===== config.mk =====
export PLATFORM = sky130hd
export DESIGN_NAME = tss_task_cell
export DESIGN_NICKNAME = d
export VERILOG_FILES = /design/src/design/tss_pkg.sv /design/src/design/tss_task_cell.sv
export SDC_FILE = /design/constraint.sdc
export NUM_CORES = 1
export LEC_CHECK = 0
export ABC_AREA = 1
export BUFFER_PORTS_ARGS = -buffer_cell sky130_fd_sc_hd__buf_2
export CAP_MARGIN = 20
export CORE_ASPECT_RATIO = 1.25
export CORE_UTILIZATION = 41
export DETAILED_ROUTE_END_ITERATION = 7
export PLACE_DENSITY = 0.71
export SETUP_SLACK_MARGIN = 0.3
export SLEW_MARGIN = 5
export SYNTH_ARGS = -nofsm -noshare
export SYNTH_HDL_FRONTEND = slang
export SYNTH_SLANG_ARGS = --single-unit

===== constraint.sdc =====
create_clock -name clk -period 5.5 [get_ports clk]
set_clock_uncertainty 0.2 [all_clocks]
set_input_delay 1.1 -clock clk [delete_from_list [all_inputs] [get_ports clk]]
set_output_delay 1.1 -clock clk [all_outputs]
set_load 0.1 [all_outputs]

===== src/design/tss_pkg.sv =====
`timescale 1ns / 1ps
package tss_pkg;
	localparam int TASKS = 8;
	localparam int QUEUE_DEPTH = 8;
	localparam int SEMS = 4;

	localparam logic [2:0] OP_SCHED   = 3'd0;
	localparam logic [2:0] OP_SLEEP   = 3'd1;
	localparam logic [2:0] OP_P       = 3'd2;
	localparam logic [2:0] OP_V       = 3'd3;
	localparam logic [2:0] OP_CREATE  = 3'd4;
	localparam logic [2:0] OP_QUANTUM = 3'd5;
	localparam logic [2:0] OP_CONSUME = 3'd6;
	localparam logic [2:0] OP_UNUSED  = 3'd7;

	localparam logic [1:0] ST_OK         = 2'd0;
	localparam logic [1:0] ST_SEM_FULL   = 2'd1;
	localparam logic [1:0] ST_QUEUE_FULL = 2'd2;

	localparam logic signed [17:0] COUNT_MAX = 18'sd131071;

	typedef struct packed {
		logic [2:0]  op;
		logic [1:0]  sem_index;
		logic [2:0]  task_index;
		logic [15:0] value;
	} req_t;

	typedef struct packed {
		logic [2:0] running_task;
		logic       none_ready;
		logic [1:0] sem_handle;
		logic [1:0] status;
	} rsp_t;

	// control broadcast from the sequencer to every task cell
	typedef struct packed {
		logic        dec_sleep;
		logic        refill;
		logic        scan;
		logic        set_sleep;
		logic        set_wait;
		logic        clr_wait;
		logic        set_quantum;
		logic        consume;
		logic [15:0] value;
	} cell_ctl_t;
endpackage


===== src/design/tss_task_cell.sv =====
`timescale 1ns / 1ps
// One task slot. During a scan the running best (ticks, index, found) passes
// through the cell and moves to the next cell; the chain is registered cell by
// cell, one hop per cycle.
module tss_task_cell #(
	parameter int TW = 3,
	parameter int IDX = 0
) (
	input  logic                clk,
	input  logic                arst_n,
	input  tss_pkg::cell_ctl_t  ctl,
	input  logic                sel_cur,
	input  logic                sel_q,
	input  logic [15:0]         best_in,
	input  logic [TW-1:0]       bidx_in,
	input  logic                found_in,
	output logic [15:0]         best_out,
	output logic [TW-1:0]       bidx_out,
	output logic                found_out
);
	import tss_pkg::*;

	logic [15:0] ticks_q, sleep_q, quantum_q;
	logic        wait_q;
	logic        elig;
	logic        take;

	assign elig = !wait_q && sleep_q == 16'd0;
	assign take = elig && ticks_q > best_in;

	always_ff @(posedge clk or negedge arst_n) begin
		if (!arst_n) begin
			ticks_q <= '0;
			sleep_q <= '0;
			quantum_q <= '0;
			wait_q <= 1'b0;
			best_out <= '0;
			bidx_out <= '0;
			found_out <= 1'b0;
		end else begin
			if (ctl.dec_sleep && sleep_q != 16'd0)
				sleep_q <= sleep_q - 16'd1;
			if (ctl.set_sleep && sel_cur)
				sleep_q <= ctl.value;
			if (ctl.set_wait && sel_cur)
				wait_q <= 1'b1;
			if (ctl.clr_wait && sel_q)
				wait_q <= 1'b0;
			if (ctl.set_quantum && sel_q)
				quantum_q <= ctl.value;
			if (ctl.refill && elig)
				ticks_q <= quantum_q;
			if (ctl.consume && sel_cur && ticks_q != 16'd0)
				ticks_q <= ticks_q - 16'd1;
			if (ctl.scan) begin
				if (take) begin
					best_out <= ticks_q;
					bidx_out <= TW'(IDX);
					found_out <= 1'b1;
				end else begin
					best_out <= best_in;
					bidx_out <= bidx_in;
					found_out <= found_in;
				end
			end
		end
	end
endmodule


## Yosys cells after proc, flatten, opt, wreduce, memory -nomap -nowiden

Index checks and enable logic that the tools add are counted.

| word-level totals | value |
|---|---|
| logic and storage cells | 36 |
| bits in registers | 69 |
| output and inout port bits | 20 |
| input port bits | 48 |

| operators by class | value |
|---|---|
| add/sub/neg operators | 2 |
| order comparisons | 1 |
| mux-type cells | 9 |
| reduce and logical (&&, ||, !) cells | 17 |

Operator list:

| operator | count |
|---|---|
| 16-bit 2-to-1 mux | 5 |
| 16-bit nonzero test | 2 |
| 16-bit by 1-bit subtractor with 16-bit output (second input constant) | 2 |
| 16-bit > comparator | 1 |
| 16-bit zero test | 1 |
| 1-bit logical AND | 10 |
| 2-bit nonzero test | 3 |
| 1-bit 2-to-1 mux | 3 |
| 3-bit 2-to-1 mux | 1 |
| 1-bit zero test | 1 |

## Longest topological paths before layout

| logic depth | value |
|---|---|
| word-level depth | 5 |
| mapped depth | 16 |
| mapped depth without buffers | 15 |

## Worst setup path before layout

Ideal clock, no wire load.

| path | value |
|---|---|
| kind | input to register |
| from | input port best_in[15] |
| to | register best_out[15] |
| data required time | 5.180 ns |
| cell stages on the path | 12 |
| setup time | 0.120 ns |
| setup slack | 2.884 ns |
| arrival time | 2.296 ns |
| buffers on the path | 1 |
| cell sequence | inv_1 > ha_1 > nand4_1 > nor2_1 > nand2_1 > nor2_1 > nor2_4 > nand2_4 > buf_6 > nand2_1 > nand3_1 > nand2_1 |

| between the ends | value |
|---|---|
| longest elaborated chain between the ends | 3 |

RTL lines:

| element | RTL line | text |
|---|---|---|
| start, declared | tss_task_cell.sv:14 | `input logic [15:0] best_in,` |
| 16-bit > comparator | tss_task_cell.sv:29 | `assign take = elig && ticks_q > best_in;` |
| 1-bit logical AND | tss_task_cell.sv:29 |  |
| 16-bit 2-to-1 mux (*) | tss_task_cell.sv:56 | `if (take) begin` |
| end signal, assigned | tss_task_cell.sv:57 | `best_out <= ticks_q;` |
| end signal, assigned | tss_task_cell.sv:61 | `best_out <= best_in;` |
| end, declared | tss_task_cell.sv:17 | `output logic [15:0] best_out,` |

Mark *: on every way between the ends. The rest lies on a longest branch, timed or not.
A chain may end at the register's enable or synchronous reset.

## Final worst setup path

| path | value |
|---|---|
| from | input port best_in[9] |
| to | register best_out[10] |

| between the ends | value |
|---|---|
| longest elaborated chain between the ends | 3 |

RTL lines:

| element | RTL line |
|---|---|
| 16-bit > comparator | tss_task_cell.sv:29 |
| 1-bit logical AND | tss_task_cell.sv:29 |
| 16-bit 2-to-1 mux | tss_task_cell.sv:56 |

No other way between the ends.

==> out/metrics.yaml <==
status: "finished, final reports clean"
crit_fanout: 20
synth_area_sq_um: 4295
synth-async-reset-ratio: 1.000
multiInputGateArea_sq_um: 2200
dieArea_sq_um: 10890
die_h_microns: 116.4
synth.net_count: 633
tightest_slew_ns: 0.7959
swShare: 0.3791
pwr-share-clk: 0.320
switchingPower_uw: 736.4
crit_path_top_delay_cell: "ha_1"
wirelength_mm: 10.22
io_buffers: 67
slew_headroom: 0.4681
cts_made_buffers: 9
track_usage: 0.2041
maxSlewViolCount: 0
ff2ff_path_depth: 9
rows: 41
setup_violations: 0
worstPathArrival_ns: 2.73
dp_cells: 749
finalWeightedCongestion: 0.9056
detailed_place_hpwl_mm: 7.754
synth_top_area_frac: 0.4020
post-route-period-util: 0.4935
cts-htree-levels: 3
drcViolationCount: 0
holdCritStartpoint: "best_out[1]"
intPower_mw: 1.206
antenna_found_initial: 0
vias: 3859
power.leakage_nw: 2.665
slowest_delay_ns: 0.31
critPathLaunchType: "input port"
vias_per_cell: 5.044
cts_resized: 0
synth-seq-cells: 69
synthCells: 566
hold_path_end: "best_out[1]"
grt_max_degree: 46
root_buffer: "clkbuf_16"
drv_cap: 0
wl_per_cell_microns: 13.35
post-route-util: 0.4951
grt_pass1_vias: 3841
cts_hold_buffers: 0
grt_overflow: 0
final_antenna_net_count: 0
fp.dieW_microns: 93.55
num_io_pins: 68
synth_area_leaders: "dfrtp_1, nand2_1, nand3_1, inv_1, ha_1"
r2r_start: "ticks_q[0]"
nNetsFinal: 699
regArea_sq_um: 1727
yosysSeqAreaShare: 0.4020
initialDrtViolationCount: 178
reg2reg_to: "ticks_q[6]"
final_cells: 765
powerDensity_nw_per_um2: 386.3
synth_edf_count: 0
diodes: 0
clk_latency_ns: 0.33
crit_chain: "buf_2, inv_1, ha_1, nand2_1, nand2_1, nand3_1, nand2_1, a21oi_1, nand2_2, nand2_4, nand2_1, nand3_1, nand2_1"
worstHoldPathType: "flip-flop to flip-flop"
rsz0062_at_grt: "false"
core_sq_um: 10160
clock_sinks: 69
reg2reg_slack_ns: 2.95
holdPathStages: 2
hold_viol: 0
end_kind: "flip-flop"
comb_power_share: 0.323
critical_path_required_ns: 5.52
n_fill_cell: 1021
cpMostUsedCell: "nand2_1"
cts_tree: "done"
cts_setup_buffers: 0
layout-drive-gt1-share: 0.1792
yosysUniqueCellTypes: 33
clk_path_buf_depth: 2
peakVddDrop_v: 0.0001918
start_util: 0.4229
worstSetupPathType: "input port to flip-flop"
synth_ff_type: "dfrtp_1"
seqPwrFrac: 0.357
grt_pass1_wl_mm: 17.42
first_pass_iters: 4
fmax_mhz: 368.5
path_clk_slew_ns: 0.06
syn_area_per_cell_sq_um: 7.589
period_needed_ns: 2.714
area_growth_pct: 17.07
yosysWarnings: 0
finalSetupTns_ns: 0
fin_hold_ws_ns: 0.2754
synth_top_area_cell: "dfrtp_1"
-- state kept, by name, summed over array words and instances (netlist names) --
signal / count
best_out: 16
bidx_out: 3
sleep_q: 16
wait_q: 1
quantum_q: 16
found_out: 1
ticks_q: 16
-- power by group through the flow --
stage,combinational [mW],sequential (mW),clock (mW)
floorplan,0.397,0.772,0
global placement,0.605,0.697,0
detailed placement,0.621,0.700,0
CTS,0.629,0.693,0.631
global route,0.711,0.707,0.652
finish,0.627,0.693,0.622
-- layout by cell type, fill, tap and decap left out, types with 2 or more instances in the layout --
master,n
inv_2,2
nand2_2,8
dfrtp_1,69
buf_2,67
a21oi_1,12
nor2_1,45
o21ai_0,16
xor2_1,22
o211ai_1,5
xnor2_1,2
o21ai_1,3
nand3_1,58
nor2_2,5
clkbuf_16,9
o221ai_1,9
nor2_4,5
inv_1,67
nand3_2,2
nor3_1,9
mux2_2,4
nand4_1,2
bufinv_16,2
ha_1,19
nand2_1,180
-- final cells by class --
cell class                      instances  share of cell area
Timing Repair Buffer                   69             0.07216
Inverter                               70             0.05225
Sequential cell                        69              0.3434
Multi-Input combinational cell        413              0.4374
Tap cell                              129             0.03210
Clock buffer                           11             0.04827
Clock inverter                          4             0.01443
-- logic make-up after synthesis --
| logic type | after synthesis | share of synthesized area |
|---|---|---|
| AOI/OAI and AO/OA | 49 | 0.07399 |
| adders and majority gates | 19 | 0.05535 |
| muxes | 4 | 0.01049 |
| buffers and inverters | 84 | 0.08593 |
| and+or+nand+nor | 317 | 0.3233 |
| xor gates and xnor gates | 24 | 0.04894 |
| DFF | 69 | 0.4020 |
-- critical path: cells and delay by family --
family / cells / cell delay, ns
AOI/OAI and AO/OA: 1 / 0.18
adders and majority gates: 1 / 0.31
buffers and inverters: 2 / 0.13
and+or+nand+nor: 9 / 1.01
-- worst max path at each step --
stage / startpoint / depth (start not counted) / to
after detailed placement: sel_cur / 6 / sleep_q[2]
after global placement: sel_cur / 6 / sleep_q[2]
after global routing: best_in[15] / 11 / best_out[6]
after CTS: best_in[9] / 13 / best_out[10]
final: best_in[9] / 13 / best_out[10]
after floorplan: best_in[15] / 12 / best_out[15]
-- metrics by stage --
step | instance area [sq um] | total power [mW] | setup WS [ns]
detailed placement | 4693 | 1.321 | 2.454
floorplan | 4295 | 1.169 | 2.884
global route | 5029 | 2.070 | 2.633
finish | 5029 | 1.943 | 2.786
CTS | 5009 | 1.953 | 2.795
global placement | 4693 | 1.301 | 2.503
-- synthesized netlist by cell type (2+ instances only) --
library cell	instances
dfrtp_1	69
o221ai_1	9
ha_1	19
nand3_2	2
buf_4	2
a21oi_1	12
mux2_2	4
o21ai_0	16
nor2_4	5
buf_6	6
inv_2	2
nor3_1	9
nor2_1	45
o21ai_1	3
nand2_1	180
nand3_1	58
nand4_1	2
nor2_2	5
xor2_1	22
o211ai_1	5
nand2_2	8
clkbuf_1	5
inv_1	67
xnor2_1	2
-- metal layers --
layer  up-vias  global-route usage  share of wire
li1       1944                   -              -
met1      1797              0.2395           0.44
met2       101              0.3696           0.49
met3        17             0.03776          0.048
met4         0             0.07692          0.023
met5         -                   0              0
No activity file was read; power rests on OpenSTA's default activity.
